<file path="src/rtl/wrmc_pkg.sv">
// shared types, constants and a helper function of the windowed rms current meter
// no dependencies
package wrmc_pkg;

  localparam int unsigned MaxSamples  = 4096;
  localparam int unsigned FullScaleMv = 3300;
  localparam int unsigned AdcMax      = 4095;

  localparam int unsigned RawW    = 12;
  localparam int unsigned MvW     = 12;
  localparam int unsigned CountW  = 13;
  localparam int unsigned SumW    = 24;
  localparam int unsigned SqSumW  = 36;
  localparam int unsigned NumW    = 48;
  localparam int unsigned DivW    = 52;
  localparam int unsigned RootW   = 26;
  localparam int unsigned OffW    = 20;
  localparam int unsigned SmoothW = 24;
  localparam int unsigned CfgDataW = 16;
  localparam int unsigned CfgAddrW = 3;
  localparam int unsigned AlphaW  = 9;
  localparam int unsigned InDataW  = 24;
  localparam int unsigned OutDataW = 56;

  typedef enum logic [CfgAddrW-1:0] {
    REG_CURRENT_GAIN  = 3'd0,
    REG_OVERLOAD_MA   = 3'd1,
    REG_NOISE_FLOOR   = 3'd2,
    REG_OFFSET_ALPHA  = 3'd3,
    REG_SMOOTH_ALPHA  = 3'd4
  } cfg_reg_e;

  typedef enum logic [1:0] {
    DIV_NUM,
    DIV_VAR,
    DIV_MEAN,
    DIV_CHK
  } div_sel_e;

  typedef enum logic [4:0] {
    S_IDLE, S_CONV, S_ACC, S_LAST, S_MUL1, S_MUL2, S_NUM,
    S_DIVN, S_WDIVN, S_DIVV, S_WDIVV, S_SQRT, S_WSQRT, S_AMP,
    S_DIVM, S_WDIVM, S_DIVC, S_WDIVC, S_EMA1, S_EMA2, S_OUT
  } ctrl_state_e;

  typedef struct packed {
    logic     load;
    logic     conv;
    logic     acc;
    logic     clear;
    logic     mul1;
    logic     mul2;
    logic     num;
    logic     div_start;
    div_sel_e div_sel;
    logic     sqrt_start;
    logic     amp;
    logic     cap_mean;
    logic     cap_chk;
    logic     ema1;
    logic     ema2;
    logic     out_load;
  } dp_cmd_t;

  typedef struct packed {
    logic last;
    logic n_lt2;
    logic div_done;
    logic sqrt_done;
    logic out_busy;
  } dp_status_t;

  // raw * full scale / 4095, exact: x = 4095*q0 + (q0 + low12)
  function automatic logic [MvW-1:0] to_mv(input logic [RawW-1:0] raw);
    logic [23:0] x;
    logic [11:0] q0;
    logic [12:0] r;
    logic [11:0] q;
    x  = raw * 24'(FullScaleMv);
    q0 = x[23:12];
    r  = {1'b0, x[11:0]} + {1'b0, q0};
    q  = q0 + ((r >= 13'(AdcMax)) ? 12'd1 : 12'd0);
    return q;
  endfunction

endpackage

</file>
<file path="src/rtl/wrmc_ctrl.sv">
// sequencing state machine of the meter
// depends on wrmc_pkg
module wrmc_ctrl (
  input  logic                 clk_i,
  input  logic                 rst_ni,
  input  logic                 in_valid_i,
  output logic                 in_ready_o,
  input  wrmc_pkg::dp_status_t status_i,
  output wrmc_pkg::dp_cmd_t    cmd_o
);
  import wrmc_pkg::*;

  ctrl_state_e state_q, state_d;

  always_ff @(posedge clk_i or negedge rst_ni) begin
    if (!rst_ni) state_q <= S_IDLE;
    else         state_q <= state_d;
  end

  always_comb begin
    state_d = state_q;
    case (state_q)
      S_IDLE:  if (in_valid_i) state_d = S_CONV;
      S_CONV:  state_d = S_ACC;
      S_ACC:   state_d = status_i.last ? S_LAST : S_IDLE;
      S_LAST:  state_d = status_i.n_lt2 ? S_IDLE : S_MUL1;
      S_MUL1:  state_d = S_MUL2;
      S_MUL2:  state_d = S_NUM;
      S_NUM:   state_d = S_DIVN;
      S_DIVN:  state_d = S_WDIVN;
      S_WDIVN: if (status_i.div_done) state_d = S_DIVV;
      S_DIVV:  state_d = S_WDIVV;
      S_WDIVV: if (status_i.div_done) state_d = S_SQRT;
      S_SQRT:  state_d = S_WSQRT;
      S_WSQRT: if (status_i.sqrt_done) state_d = S_AMP;
      S_AMP:   state_d = S_DIVM;
      S_DIVM:  state_d = S_WDIVM;
      S_WDIVM: if (status_i.div_done) state_d = S_DIVC;
      S_DIVC:  state_d = S_WDIVC;
      S_WDIVC: if (status_i.div_done) state_d = S_EMA1;
      S_EMA1:  state_d = S_EMA2;
      S_EMA2:  state_d = S_OUT;
      S_OUT:   if (!status_i.out_busy) state_d = S_IDLE;
      default: state_d = S_IDLE;
    endcase
  end

  always_comb begin
    cmd_o         = '0;
    cmd_o.div_sel = DIV_NUM;
    in_ready_o    = 1'b0;
    case (state_q)
      S_IDLE: begin
        in_ready_o = 1'b1;
        cmd_o.load = in_valid_i;
      end
      S_CONV: cmd_o.conv = 1'b1;
      S_ACC:  cmd_o.acc  = 1'b1;
      S_LAST: cmd_o.clear = status_i.n_lt2;
      S_MUL1: cmd_o.mul1 = 1'b1;
      S_MUL2: cmd_o.mul2 = 1'b1;
      S_NUM:  cmd_o.num  = 1'b1;
      S_DIVN: begin
        cmd_o.div_start = 1'b1;
        cmd_o.div_sel   = DIV_NUM;
      end
      S_DIVV: begin
        cmd_o.div_start = 1'b1;
        cmd_o.div_sel   = DIV_VAR;
      end
      S_SQRT: cmd_o.sqrt_start = 1'b1;
      S_AMP:  cmd_o.amp = 1'b1;
      S_DIVM: begin
        cmd_o.div_start = 1'b1;
        cmd_o.div_sel   = DIV_MEAN;
      end
      S_DIVC: begin
        cmd_o.cap_mean  = 1'b1;
        cmd_o.div_start = 1'b1;
        cmd_o.div_sel   = DIV_CHK;
      end
      S_EMA1: begin
        cmd_o.cap_chk = 1'b1;
        cmd_o.ema1    = 1'b1;
      end
      S_EMA2: cmd_o.ema2 = 1'b1;
      S_OUT: begin
        cmd_o.out_load = !status_i.out_busy;
        cmd_o.clear    = !status_i.out_busy;
      end
      default: ;
    endcase
  end
endmodule

</file>
<file path="config.mk">
export PLATFORM = sky130hd
export DESIGN_NAME = wrmc_ctrl
export DESIGN_NICKNAME = d
export VERILOG_FILES = /design/src/rtl/wrmc_pkg.sv /design/src/rtl/wrmc_ctrl.sv
export SDC_FILE = /design/constraint.sdc
export NUM_CORES = 1
export LEC_CHECK = 0
export ABC_AREA = 1
export BUFFER_PORTS_ARGS = -buffer_cell sky130_fd_sc_hd__buf_2
export CAP_MARGIN = 15
export CORE_MARGIN = 3
export CORE_UTILIZATION = 25
export DETAILED_ROUTE_END_ITERATION = 8
export REMOVE_ABC_BUFFERS = 1
export SKIP_LAST_GASP = 1
export SLEW_MARGIN = 20
export SYNTH_ARGS = -nofsm -noshare
export SYNTH_HDL_FRONTEND = slang
export SYNTH_SLANG_ARGS = --single-unit
</file>
<file path="constraint.sdc">
create_clock -name clk_i -period 3.29 [get_ports clk_i]
set_input_delay 0.658 -clock clk_i [delete_from_list [all_inputs] [get_ports clk_i]]
set_output_delay 0.658 -clock clk_i [all_outputs]
set_load 0.05 [all_outputs]
</file>
* Yosys cells after proc, flatten, opt, wreduce, memory -nomap -nowiden *
Cells that the tools add are included.

operators by class
  equal/unequal tests = 27
  muxes and demuxes = 25
  reduce and logical (&&, ||, !) cells = 3

operator list
  kind                  count
  $pmux W5 S21          1
  $eq A5 B4 Y1 const B  8
  $mux W5               7
  $eq A5 B5 Y1 const B  5
  $eq A5 B3 Y1 const B  4
  $ne A2 B2 Y1 const B  7
  $mux W1               12
  $pmux W3 S4           1
  $eq A5 B2 Y1 const B  2
  $reduce_and A7 Y1     1
  $eq A5 B1 Y1 const B  1
  $logic_not A5 Y1      1
  $mux W2               2
  $mux W3               1
  $pmux W1 S2           1
  $logic_not A1 Y1      1

storage, ports and cells
  flip-flop bits (word level) = 5
  input port bits = 8

* Longest topological paths before layout *
Gate-level depths: netlist of run 1.

  depth in word-level cells = 3
  depth in mapped cells = 10

* Worst setup path before layout of run 1 *
Ideal clock, no wire load.

  kind = register -> output
  start = reg state_q[2]
  end = out cmd_o[9] (netlist name)
  setup slack = 0.624 ns
  arrival = 2.008 ns
  buffers on the path = 1
  stages on the path, launching flop included = 7
  cells stage by stage = dfrtp_1 > buf_4 > nor2_4 > nand2_1 > nor2_1 > a31oi_1 > nand3_1

RTL lines
  element                 RTL line         source
  from (decl)             wrmc_ctrl.sv:13  ctrl_state_e state_q, state_d;
  from (signal assigned)  wrmc_ctrl.sv:17  else state_q <= state_d;
  to (decl)               wrmc_ctrl.sv:9   output wrmc_pkg::dp_cmd_t cmd_o

==> results of run 1 <==
[layer usage]
layer  vias up  track usage (%)  wire length [um]  share of wire [%]
met1       362             15.5               825                 44
met3         6             3.34               201                 11
met5         -                0                 0                  0
li1        428                -                 -                  -
met2        46             18.7               811                 43
met4         0             6.95                40                2.1
[power by group through the flow]
stage	sequential [mW]	combinational (mW)	clock [mW]
final	0.131	0.552	0.0713
after global routing	0.135	0.621	0.0822
after CTS	0.130	0.554	0.0757
after detailed placement	0.131	0.553	0
after global placement	0.130	0.553	0
after floorplan	0.122	0.440	0
[critical path: stages, from the launching register on]
cell	delay [ps]
dfrtp_1	570
inv_1	150
nor2_1	210
nand3_1	100
nor2_1	140
a31o_2	120
buf_2	250
[path summary, 6_finish.rpt]
kind,endpoint,slack [ps],depth (start not counted)
hold / removal,state_q[2],220,1
min in group clk_i,state_q[1],610,2
setup reg to reg,state_q[2],1740,7
max in group asynchronous,state_q[1],2930,1
setup / recovery,cmd_o[13],860,6
hold reg to reg,state_q[1],610,2
[metrics by stage]
stage | util, % | hold slack [ps] | std cells | worst slack, ps
detailed placement | 32.0 | 481 | 170 | 1150
global route | 33.0 | 214 | 174 | 735
CTS | 33.0 | 217 | 174 | 881
floorplan | - | 362 | 115 | 572
global placement | 32.0 | 477 | 170 | 1150
finish | 33.0 | 224 | 174 | 863
[area by class of cell]
type	count	area, sq um
well taps	30	37.5
inverters	20	75.1
multi-input cells	90	452
repair buffers	25	125
clock buffers	4	26.3
flip-flops and latches	5	125
fillers	294	1700
[cells by family after synthesis]
kind of cell / after synthesis
DFF: 5
buffers and inverters: 24
AOI/OAI and AO/OA: 7
and+or+nand+nor: 83
[layout by cell type (no fill, tap or decap)]
cell	count
nor3_2	1
nand4_1	6
a21oi_1	3
buf_2	25
o21ai_0	1
o211ai_1	1
nand3b_1	1
a31oi_1	1
inv_2	4
nor2_1	17
inv_1	16
nand3_1	16
a31o_2	1
dfrtp_1	5
nand2_4	2
nor2_2	2
nor2_4	2
clkbuf_4	3
nand2_1	32
clkbuf_1	1
nand3_2	2
nand2_2	2
==> impl_results.md, run 1 <==
- Final WL: around 1900 um
- Unrepaired setup endpoints after global routing: false
- Switch Pwr: 0.484 mW
- Die height: 58.3 um
- Mux cell area share after synthesis: 0%
- Synth Area in Adders: 0%
- Longest Clk Path Bufs: 2
- Synth area leader: dfrtp_1
- # Post-CTS Setup Buffers: 0
- Post-synth EDFFs: 0
- # setup viols final: 0
- Final worst-path cycle share: about three quarters
- CP startpoint: state_q[2]
- Synthesized instance count: 119
- CTS tree: yes
- CP required: 2630 ps
- Reg power frac: 17.3%
- Slew headroom: 74.4%
- Final instance area: 841 sq um
- Routed Antenna Nets: 0
- Leakage Power: 0.555 nW
- Largest family of logic cells by synthesized area: simple AND/OR/NAND/NOR gates
- Avg Cell Area, Syn: 5.74 sq um
- Post-synth top flop: dfrtp_1
- Clock Latency Late Sink: 240 ps
- Largest net degree at the start of global routing: 16
- Reg2reg start: state_q[4]
- Seq/Total Area, Yosys: 18.3%
- Setup TNS Final: 0 ps
- Die ar.: between 3000 and 4000 sq um
- Async SR Flop Fraction: 100%
- Min-delay worst type: primary input to asynchronous set/reset pin
- Initial antenna violation count: 0
- Status: complete, no violations
- Via count: 842
- Max Fclk: 412 MHz
- Simple-gate area share of the yosys netlist: about three fifths
- Switching share of power: 64.2%
- Cts hold-fix bufs: 0
- DR pass1 iterations: 4
- GRT Util Overall: 12.3%
- Int Pwr: 0.270 mW
- Final hold violations: 0
- Die width: 58.3 um
- Worst setup path category: flop to output pin
- CP Max Fanout: 9
- Root Driver: clkbuf_4
- Max_cap viols: 0
- Share of the synthesized area in the top cell type: a little under a fifth
- Cell variety after synth: 22
- Reg with most FFs: state_q
- Sink Count: 5
- NumNets Final: 153
- IO Port Bufs: 25
- Worst VDD drop: 591 uV
- First-pass GRT wire length: 3280 um
- Post-DP HPWL: between 1500 and 2000 um
- Most common cell in the netlist: nand2_1
- Residual DRC count: 0
- I/O pins: 26
- Max Slew Vio Count: 0
- Worst Clk Skew: 3.04 ps
- Power per standard cell area: 897 nW/um^2
- Post-DR vias/cell: 4.84
- Least-Margin Pin Slew: 384 ps
- N_diodes: 0
- Post-CTS resize count: 0
- CTS H-tree lvls: 1
- Placed instance area: 815 sq um
- Reg clk slew, reported paths: about 50 ps
- Synthesis Warnings: 0
- Row count: 18
- Setup crit end kind: output pin
- Ratio of cells with drive above 1 in the final layout: 30.6%
- Vias in the first global route: ~760
- DRT iter0 DRCs: 47
- Most frequent cells after synthesis: 32 x nand2_1, 17 x nor2_1, 16 x inv_1, 16 x nand3_1, 6 x nand4_1
- Overflow after GRT: 0
- Post-synthesis compound-gate area fraction: 6.23%
- WP data arrival: 1770 ps
- Starting Density: 26.8%
- Max reg flops: 5
- Biggest regs: state_q x5
- Post-Syn Area: 683 sq um
- Period minus WS final: 2430 ps
- Tot Pwr: 0.755 mW
- Post-Synth XOR/XNOR Area: 0%
- Combinational power share: 73.2%
- Layout area overhead: 23.1%
- CTS buffer count: 3
- Placer congestion estimate: 0.866
- Synthesized flop and latch total: 5
- Main area contributors after synthesis: dfrtp_1 18%, nand2_1 18%, nand3_1 12%, nor2_1 9.3%, inv_1 8.8%
- Critical Path Source Type: flop
- Clk network pwr share: 9.4%
- WL per Instance: 10.8 um
- Core area: 2540 sq um
(Power assumes the default switching activity.)
==> run 2: changes to the inputs <==
==> constraint.sdc (replaced) <==
create_clock -name clk_i -period 2.3 [get_ports clk_i]
set_input_delay 0.46 -clock clk_i [delete_from_list [all_inputs] [get_ports clk_i]]
set_output_delay 0.46 -clock clk_i [all_outputs]
set_load 0.05 [all_outputs]
==> run 2 against run 1 <==
- combinational power up 53%
- critical path type unchanged
- hold slack worse by 200 ps
- largest power group unchanged
- critical endpoint is now cmd_o[9]
- first-iteration DRC count fell by 32%
==> impl_results.md, run 2 (synthesized netlist as in run 1, its figures left out) <==
- Switching share of power: 62.2% (was 64.2%)
- Unrepaired setup endpoints after global routing: false (unchanged)
- Status: complete, no violations (unchanged)
- Reg clk slew, reported paths: 50 ps (about the same)
- Critical Path Source Type: flop (unchanged)
- Power per standard cell area: 1300 nW/um^2 (was 897 nW/um^2)
- N_diodes: 0 (unchanged)
- Overflow after GRT: 0 (unchanged)
- Hold Worst Slack: 26.3 ps (was 224 ps)
- CTS H-tree lvls: 1 (unchanged)
- CP required: 1840 ps (was 2630 ps)
- WL per Instance: 10.7 um (was 10.8 um)
- Worst setup path category: flop to output pin (unchanged)
- DR pass1 iterations: 4 (unchanged)
- Worst VDD drop: 880 uV (was 591 uV)
- Switch Pwr: 0.707 mW (was 0.484 mW)
- Residual DRC count: 0 (unchanged)
- Non-filler cells in the finished layout: 178 (was 174)
- Ratio of cells with drive above 1 in the final layout: 33.1% (was 30.6%)
- Max_cap viols: 0 (unchanged)
- Biggest regs: state_q x5 (unchanged)
- Max Slew Vio Count: 0 (unchanged)
- Final instance area: 872 sq um (was 841 sq um)
- Placed insts: 170 (unchanged)
- I/O pins: 26 (unchanged)
- Worst Clk Skew: 3.12 ps (was 3.04 ps)
- Period minus WS final: ~2100 ps
- Clock Latency Late Sink: 240 ps (about the same)
- NumNets Final: 157 (was 153)
- Die ar.: 3400 sq um (unchanged)
- Min-delay worst type: primary input to asynchronous set/reset pin (unchanged)
- Final worst-path cycle share: 92.9%
- Least-Margin Pin Slew: 354 ps (was 384 ps)
- CP Max Fanout: 7 (was 9)
- Via count: 874 (was 842)
- Core area: 2540 sq um (unchanged)
- Post-DP HPWL: 1540 um (unchanged)
- Most frequent cells in the layout: 32 x nand2_1, 25 x buf_2, 17 x nor2_1 (unchanged)
- Largest net degree at the start of global routing: 16 (unchanged)
- Reg power frac: 16.8% (was 17.3%)
- DRT iter0 DRCs: 32 (was 47)
- R2R depth: 7 (unchanged)
- Leakage Power: 0.572 nW (was 0.555 nW)
- Initial antenna violation count: 0 (unchanged)
- Setup crit end kind: output pin (unchanged)
- Placer congestion estimate: 0.866 (unchanged)
- Finished Core Util: 34.3% (was 33.0%)
- Combinational power share: 74.3% (was 73.2%)
- Root Driver: clkbuf_4 (unchanged)
- Layout area overhead: 27.7% (was 23.1%)
- CTS tree: yes (unchanged)
- Starting Density: 26.8% (unchanged)
- Longest Clk Path Bufs: 2 (unchanged)
- Row count: 18 (unchanged)
- Post-DR vias/cell: 4.91 (was 4.84)
- Reg with most FFs: state_q (unchanged)
- # setup viols final: 0 (unchanged)
- Commonest non-fill, non-tap cell in the layout: nand2_1 (unchanged)
- Setup TNS Final: 0 ps (unchanged)
- IO Port Bufs: 25 (unchanged)
- Vias in the first global route: 757 (unchanged)
- Final WL: 1910 um (was 1880 um)
- Placed instance area: 815 sq um (unchanged)
- Routed Antenna Nets: 0 (unchanged)
- Int Pwr: 0.430 mW (was 0.270 mW)
- Max reg flops: 5 (unchanged)
- Max Fclk: 468 MHz
- Final hold violations: 0 (unchanged)
- First-pass GRT wire length: 3280 um (unchanged)
- Clk network pwr share: 9.0% (was 9.4%)
- WP data arrival: 1680 ps (was 1770 ps)
- CTS buffer count: 3 (unchanged)
- Die width: 58.3 um (unchanged)
- GRT Util Overall: 12.3% (unchanged)
- Die height: 58.3 um (unchanged)
- Sink Count: 5 (unchanged)
- Slew headroom: 76.3% (was 74.4%)
[run 2: power groups by stage]
stage | clock, mW | combinational [mW] | sequential, mW
CTS | 0.108 | 0.793 | 0.185
detailed placement | 0 | 0.791 | 0.187
global placement | 0 | 0.791 | 0.185
global route | 0.118 | 0.942 | 0.198
floorplan | 0 | 0.630 | 0.175
finish | 0.102 | 0.845 | 0.191
[run 2: through the flow]
| step | worst slack [ps] | power [mW] |
|---|---|---|
| 3_5_place_dp | 358 | 0.977 |
| 4_1_cts | 89.4 | 1.09 |
| 6_report | 163 | 1.14 |
| 2_1_floorplan | -220 | 0.805 |
| 3_3_place_gp | 361 | 0.977 |
| 5_1_grt | 16.7 | 1.26 |
[run 2: final timing paths]
path / start / to / slack [ps]
max: state_q[1] / cmd_o[9] / 160
min: rst_ni / state_q[3] / 30
min reg2reg: state_q[1] / state_q[1] / 630
max in group asynchronous: rst_ni / state_q[2] / 2130
min in group clk_i: status_i[2] / state_q[0] / 470
max reg2reg: state_q[4] / state_q[2] / 750
[run 2: layout make-up]
| type | instances | area, sq um |
|---|---|---|
| timing repair buffer | 29 | 155 |
| sequential | 5 | 126 |
| multi-input combinational | 90 | 452 |
| fill | 290 | 1670 |
| tap | 30 | 37.5 |
| clock buffer | 4 | 26.3 |
| inverter | 20 | 75.1 |
[run 2: critical path: stages (launching register included)]
cell	delay, ps
dfrtp_1	450
nor2_1	320
inv_1	100
nor2_1	150
a31oi_1	70
nand3_1	90
buf_2	260
[run 2: repair_timing]
item | 4_1_cts | 5_1_grt
endpoints found under the hold margin | 0 | 0
hold buffers | 0 | 0
buffers inserted | 0 | 4
resized for setup | 0 | 1
setup endpoints to repair | 0 | 3
[run 2: routing by layer]
layer	GRT usage (%)	wire [um]
met5	0	0
met4	6.95	40
met3	3.34	196
met2	18.7	842
met1	15.5	834
==> run 3: changes to the inputs <==
--- a/config.mk
+++ b/config.mk
@@ -8,6 +8,7 @@
 export ABC_AREA = 1
 export BUFFER_PORTS_ARGS = -buffer_cell sky130_fd_sc_hd__buf_2
 export CAP_MARGIN = 15
+export CORE_ASPECT_RATIO = 0.6
 export CORE_MARGIN = 3
 export CORE_UTILIZATION = 25
 export DETAILED_ROUTE_END_ITERATION = 8
==> run 3 against run 2 <==
- critical path type unchanged
- largest power group unchanged
- sequential power increased by 4%
- largest cell class unchanged
- die area increased by 0.60%
- first-iteration DRC count increased by 28%
- design area decreased by 0.14%
- critical path depth decreased by 2
- count of clock-buffer cells in the layout unchanged
- via count decreased by 3.0%
- critical endpoint is now cmd_o[5]
==> impl_results.md, run 3 (synthesized netlist as in run 1, its figures left out) <==
- Placed instance area: 822 sq um (was 815 sq um)
- # Post-CTS Setup Buffers: 0 (unchanged)
- Least-Margin Pin Slew: 372 ps (was 354 ps)
- I/O pins: 26 (unchanged)
- DRT iter0 DRCs: 41 (was 32)
- Combinational power share: 69.4% (was 74.3%)
- Longest Clk Path Bufs: 2 (unchanged)
- Slew headroom: 75.2% (was 76.3%)
- CP required: 1840 ps (about the same)
- Ratio of cells with drive above 1 in the final layout: 32.4% (was 33.1%)
- Clock Latency Late Sink: 220 ps (was 240 ps)
- CTS tree: yes (unchanged)
- Final instance area: 871 sq um (was 872 sq um)
- Max Slew Vio Count: 0 (unchanged)
- Worst setup path category: flop to output pin (unchanged)
- Die ar.: 3420 sq um (was 3400 sq um)
- Worst Clk Skew: 3.97 ps (was 3.12 ps)
- GRT Util Overall: 12.9% (was 12.3%)
- IO Port Bufs: 25 (unchanged)
- Final worst-path cycle share: 91.2% (was 92.9%)
- Routed Antenna Nets: 0 (unchanged)
- Setup WS post-layout: 203 ps (was 163 ps)
- Root Driver: clkbuf_8 (was clkbuf_4)
- Leakage Power: 0.567 nW (was 0.572 nW)
- Starting Density: 28.8% (was 26.8%)
- Reg power frac: 16.9% (was 16.8%)
- Area occupied by multi-input gates: 454 sq um (was 452 sq um)
- CP Max Fanout: 15 (was 7)
- Residual DRC count: 0 (unchanged)
- # setup viols final: 0 (unchanged)
- Status: complete, no violations (unchanged)
- Most frequent cells in the layout: 32 x nand2_1, 25 x buf_2, 16 x inv_1, 16 x nor2_1, 16 x nand3_1 (was 32 x nand2_1, 25 x buf_2, 17 x nor2_1)
- Switching share of power: 61.3% (was 62.2%)
- Sink Count: 5 (unchanged)
- Max Fclk: 477 MHz (was 468 MHz)
- Via count: 848 (was 874)
- Worst VDD drop: 363 uV (was 880 uV)
- Die width: 73.5 um (was 58.3 um)
- Layout area overhead: 27.5% (was 27.7%)
- Vias in the first global route: 688 (was 757)
- Unrepaired setup endpoints after global routing: false (unchanged)
- Reg2reg start: state_q[4] (unchanged)
- CTS H-tree lvls: 1 (unchanged)
- Pre-CTS setup slack: 378 ps (was 358 ps)
- Min-delay worst type: primary input to asynchronous set/reset pin (unchanged)
- # fillers: 264 (was 290)
- Setup crit end kind: output pin (unchanged)
- NumNets Final: 154 (was 157)
- Initial antenna violation count: 0 (unchanged)
- CTS buffer count: 3 (unchanged)
- Max_cap viols: 0 (unchanged)
- Clk network pwr share: 13.7% (was 9.0%)
- Post-DP HPWL: 1670 um (was 1540 um)
- CP startpoint: state_q[4] (was state_q[1])
- Reg with most FFs: state_q (unchanged)
- Largest net degree at the start of global routing: 16 (unchanged)
- Final hold violations: 0 (unchanged)
- Max reg flops: 5 (unchanged)
- DR pass1 iterations: 4 (unchanged)
- R2R depth: 7 (unchanged)
- Reg clk slew, reported paths: 40 ps (was 50 ps)
- Power per standard cell area: 1350 nW/um^2 (was 1300 nW/um^2)
- FF+latch area: 126 sq um (unchanged)
- WP data arrival: 1640 ps (was 1680 ps)
- Critical Path Source Type: flop (unchanged)
- N_diodes: 0 (unchanged)
- Commonest non-fill, non-tap cell in the layout: nand2_1 (unchanged)
- Period minus WS final: 2100 ps (was 2140 ps)
- Post-DR vias/cell: 4.85 (was 4.91)
- Overflow after GRT: 0 (unchanged)
- Die height: 46.5 um (was 58.3 um)
- Placer congestion estimate: 0.912 (was 0.866)
- Row count: 13 (was 18)
- Core area: 2370 sq um (was 2540 sq um)
- Int Pwr: 0.454 mW (was 0.430 mW)
- Final WL: 2040 um (was 1910 um)
- Biggest regs: state_q x5 (unchanged)
- First-pass GRT wire length: 3310 um (was 3280 um)
- Switch Pwr: 0.719 mW (was 0.707 mW)
- WL per Instance: 11.7 um (was 10.7 um)
==> run 3: changes by cell type in the layout (fill, tap and decap cells not counted), sizes merged <==
cell / delta
buf: -3
==> run 3: path summary, 6_finish.rpt <==
check / end / slack (ps)
max: cmd_o[5] / 200
max reg2reg: state_q[2] / 710
min: state_q[2] / 50
max in group asynchronous: state_q[2] / 2110
min reg2reg: state_q[3] / 640
min in group clk_i: state_q[0] / 490
==> run 3: metal layers <==
metal / routed length [um] / GRT usage (%)
met5: 0 / 0
met1: 1020 / 21.0
met3: 290 / 4.58
met4: 0 / 1.08
met2: 727 / 15.5
==> run 3: metrics by stage <==
| step | total power [mW] | setup TNS [ps] | hold WS, ps | utilization, % | std cells |
|---|---|---|---|---|---|
| after global routing | 1.28 | 0 | 48.6 | 36.7 | 175 |
| after floorplan | 0.805 | -896 | 164 | - | 115 |
| after detailed placement | 1.00 | 0 | 280 | 34.6 | 171 |
| after CTS | 1.17 | 0 | 42.9 | 36.5 | 175 |
| after global placement | 1.00 | 0 | 281 | 34.6 | 171 |
| final | 1.17 | 0 | 45.7 | 36.7 | 175 |
==> run 3: final cells by class <==
| class | instances | area share, % |
|---|---|---|
| Multi-Input combinational cell | 90 | 52.2 |
| Timing Repair Buffer | 26 | 15.2 |
| Sequential cell | 5 | 14.5 |
| Inverter | 20 | 8.62 |
| Clock buffer | 4 | 5.17 |
| Tap cell | 30 | 4.31 |
==> run 3: power groups by stage <==
stage	combinational [mW]	clock, mW	sequential (mW)
after floorplan	0.630	0	0.175
after global placement	0.809	0	0.191
after detailed placement	0.807	0	0.193
after CTS	0.809	0.168	0.191
after global routing	0.901	0.178	0.204
final	0.815	0.160	0.198
==> run 3: worst max-delay path: stages, from the launching register on <==
cell     delay (ps)
dfrtp_1         500
inv_2           280
nand3_1         220
nor2_1          140
buf_2           270
==> run 3: timing repair <==
item,4_1_cts,5_1_grt
endpoints found under the setup margin,0,2
hold buffers,0,0
resized for setup,0,2
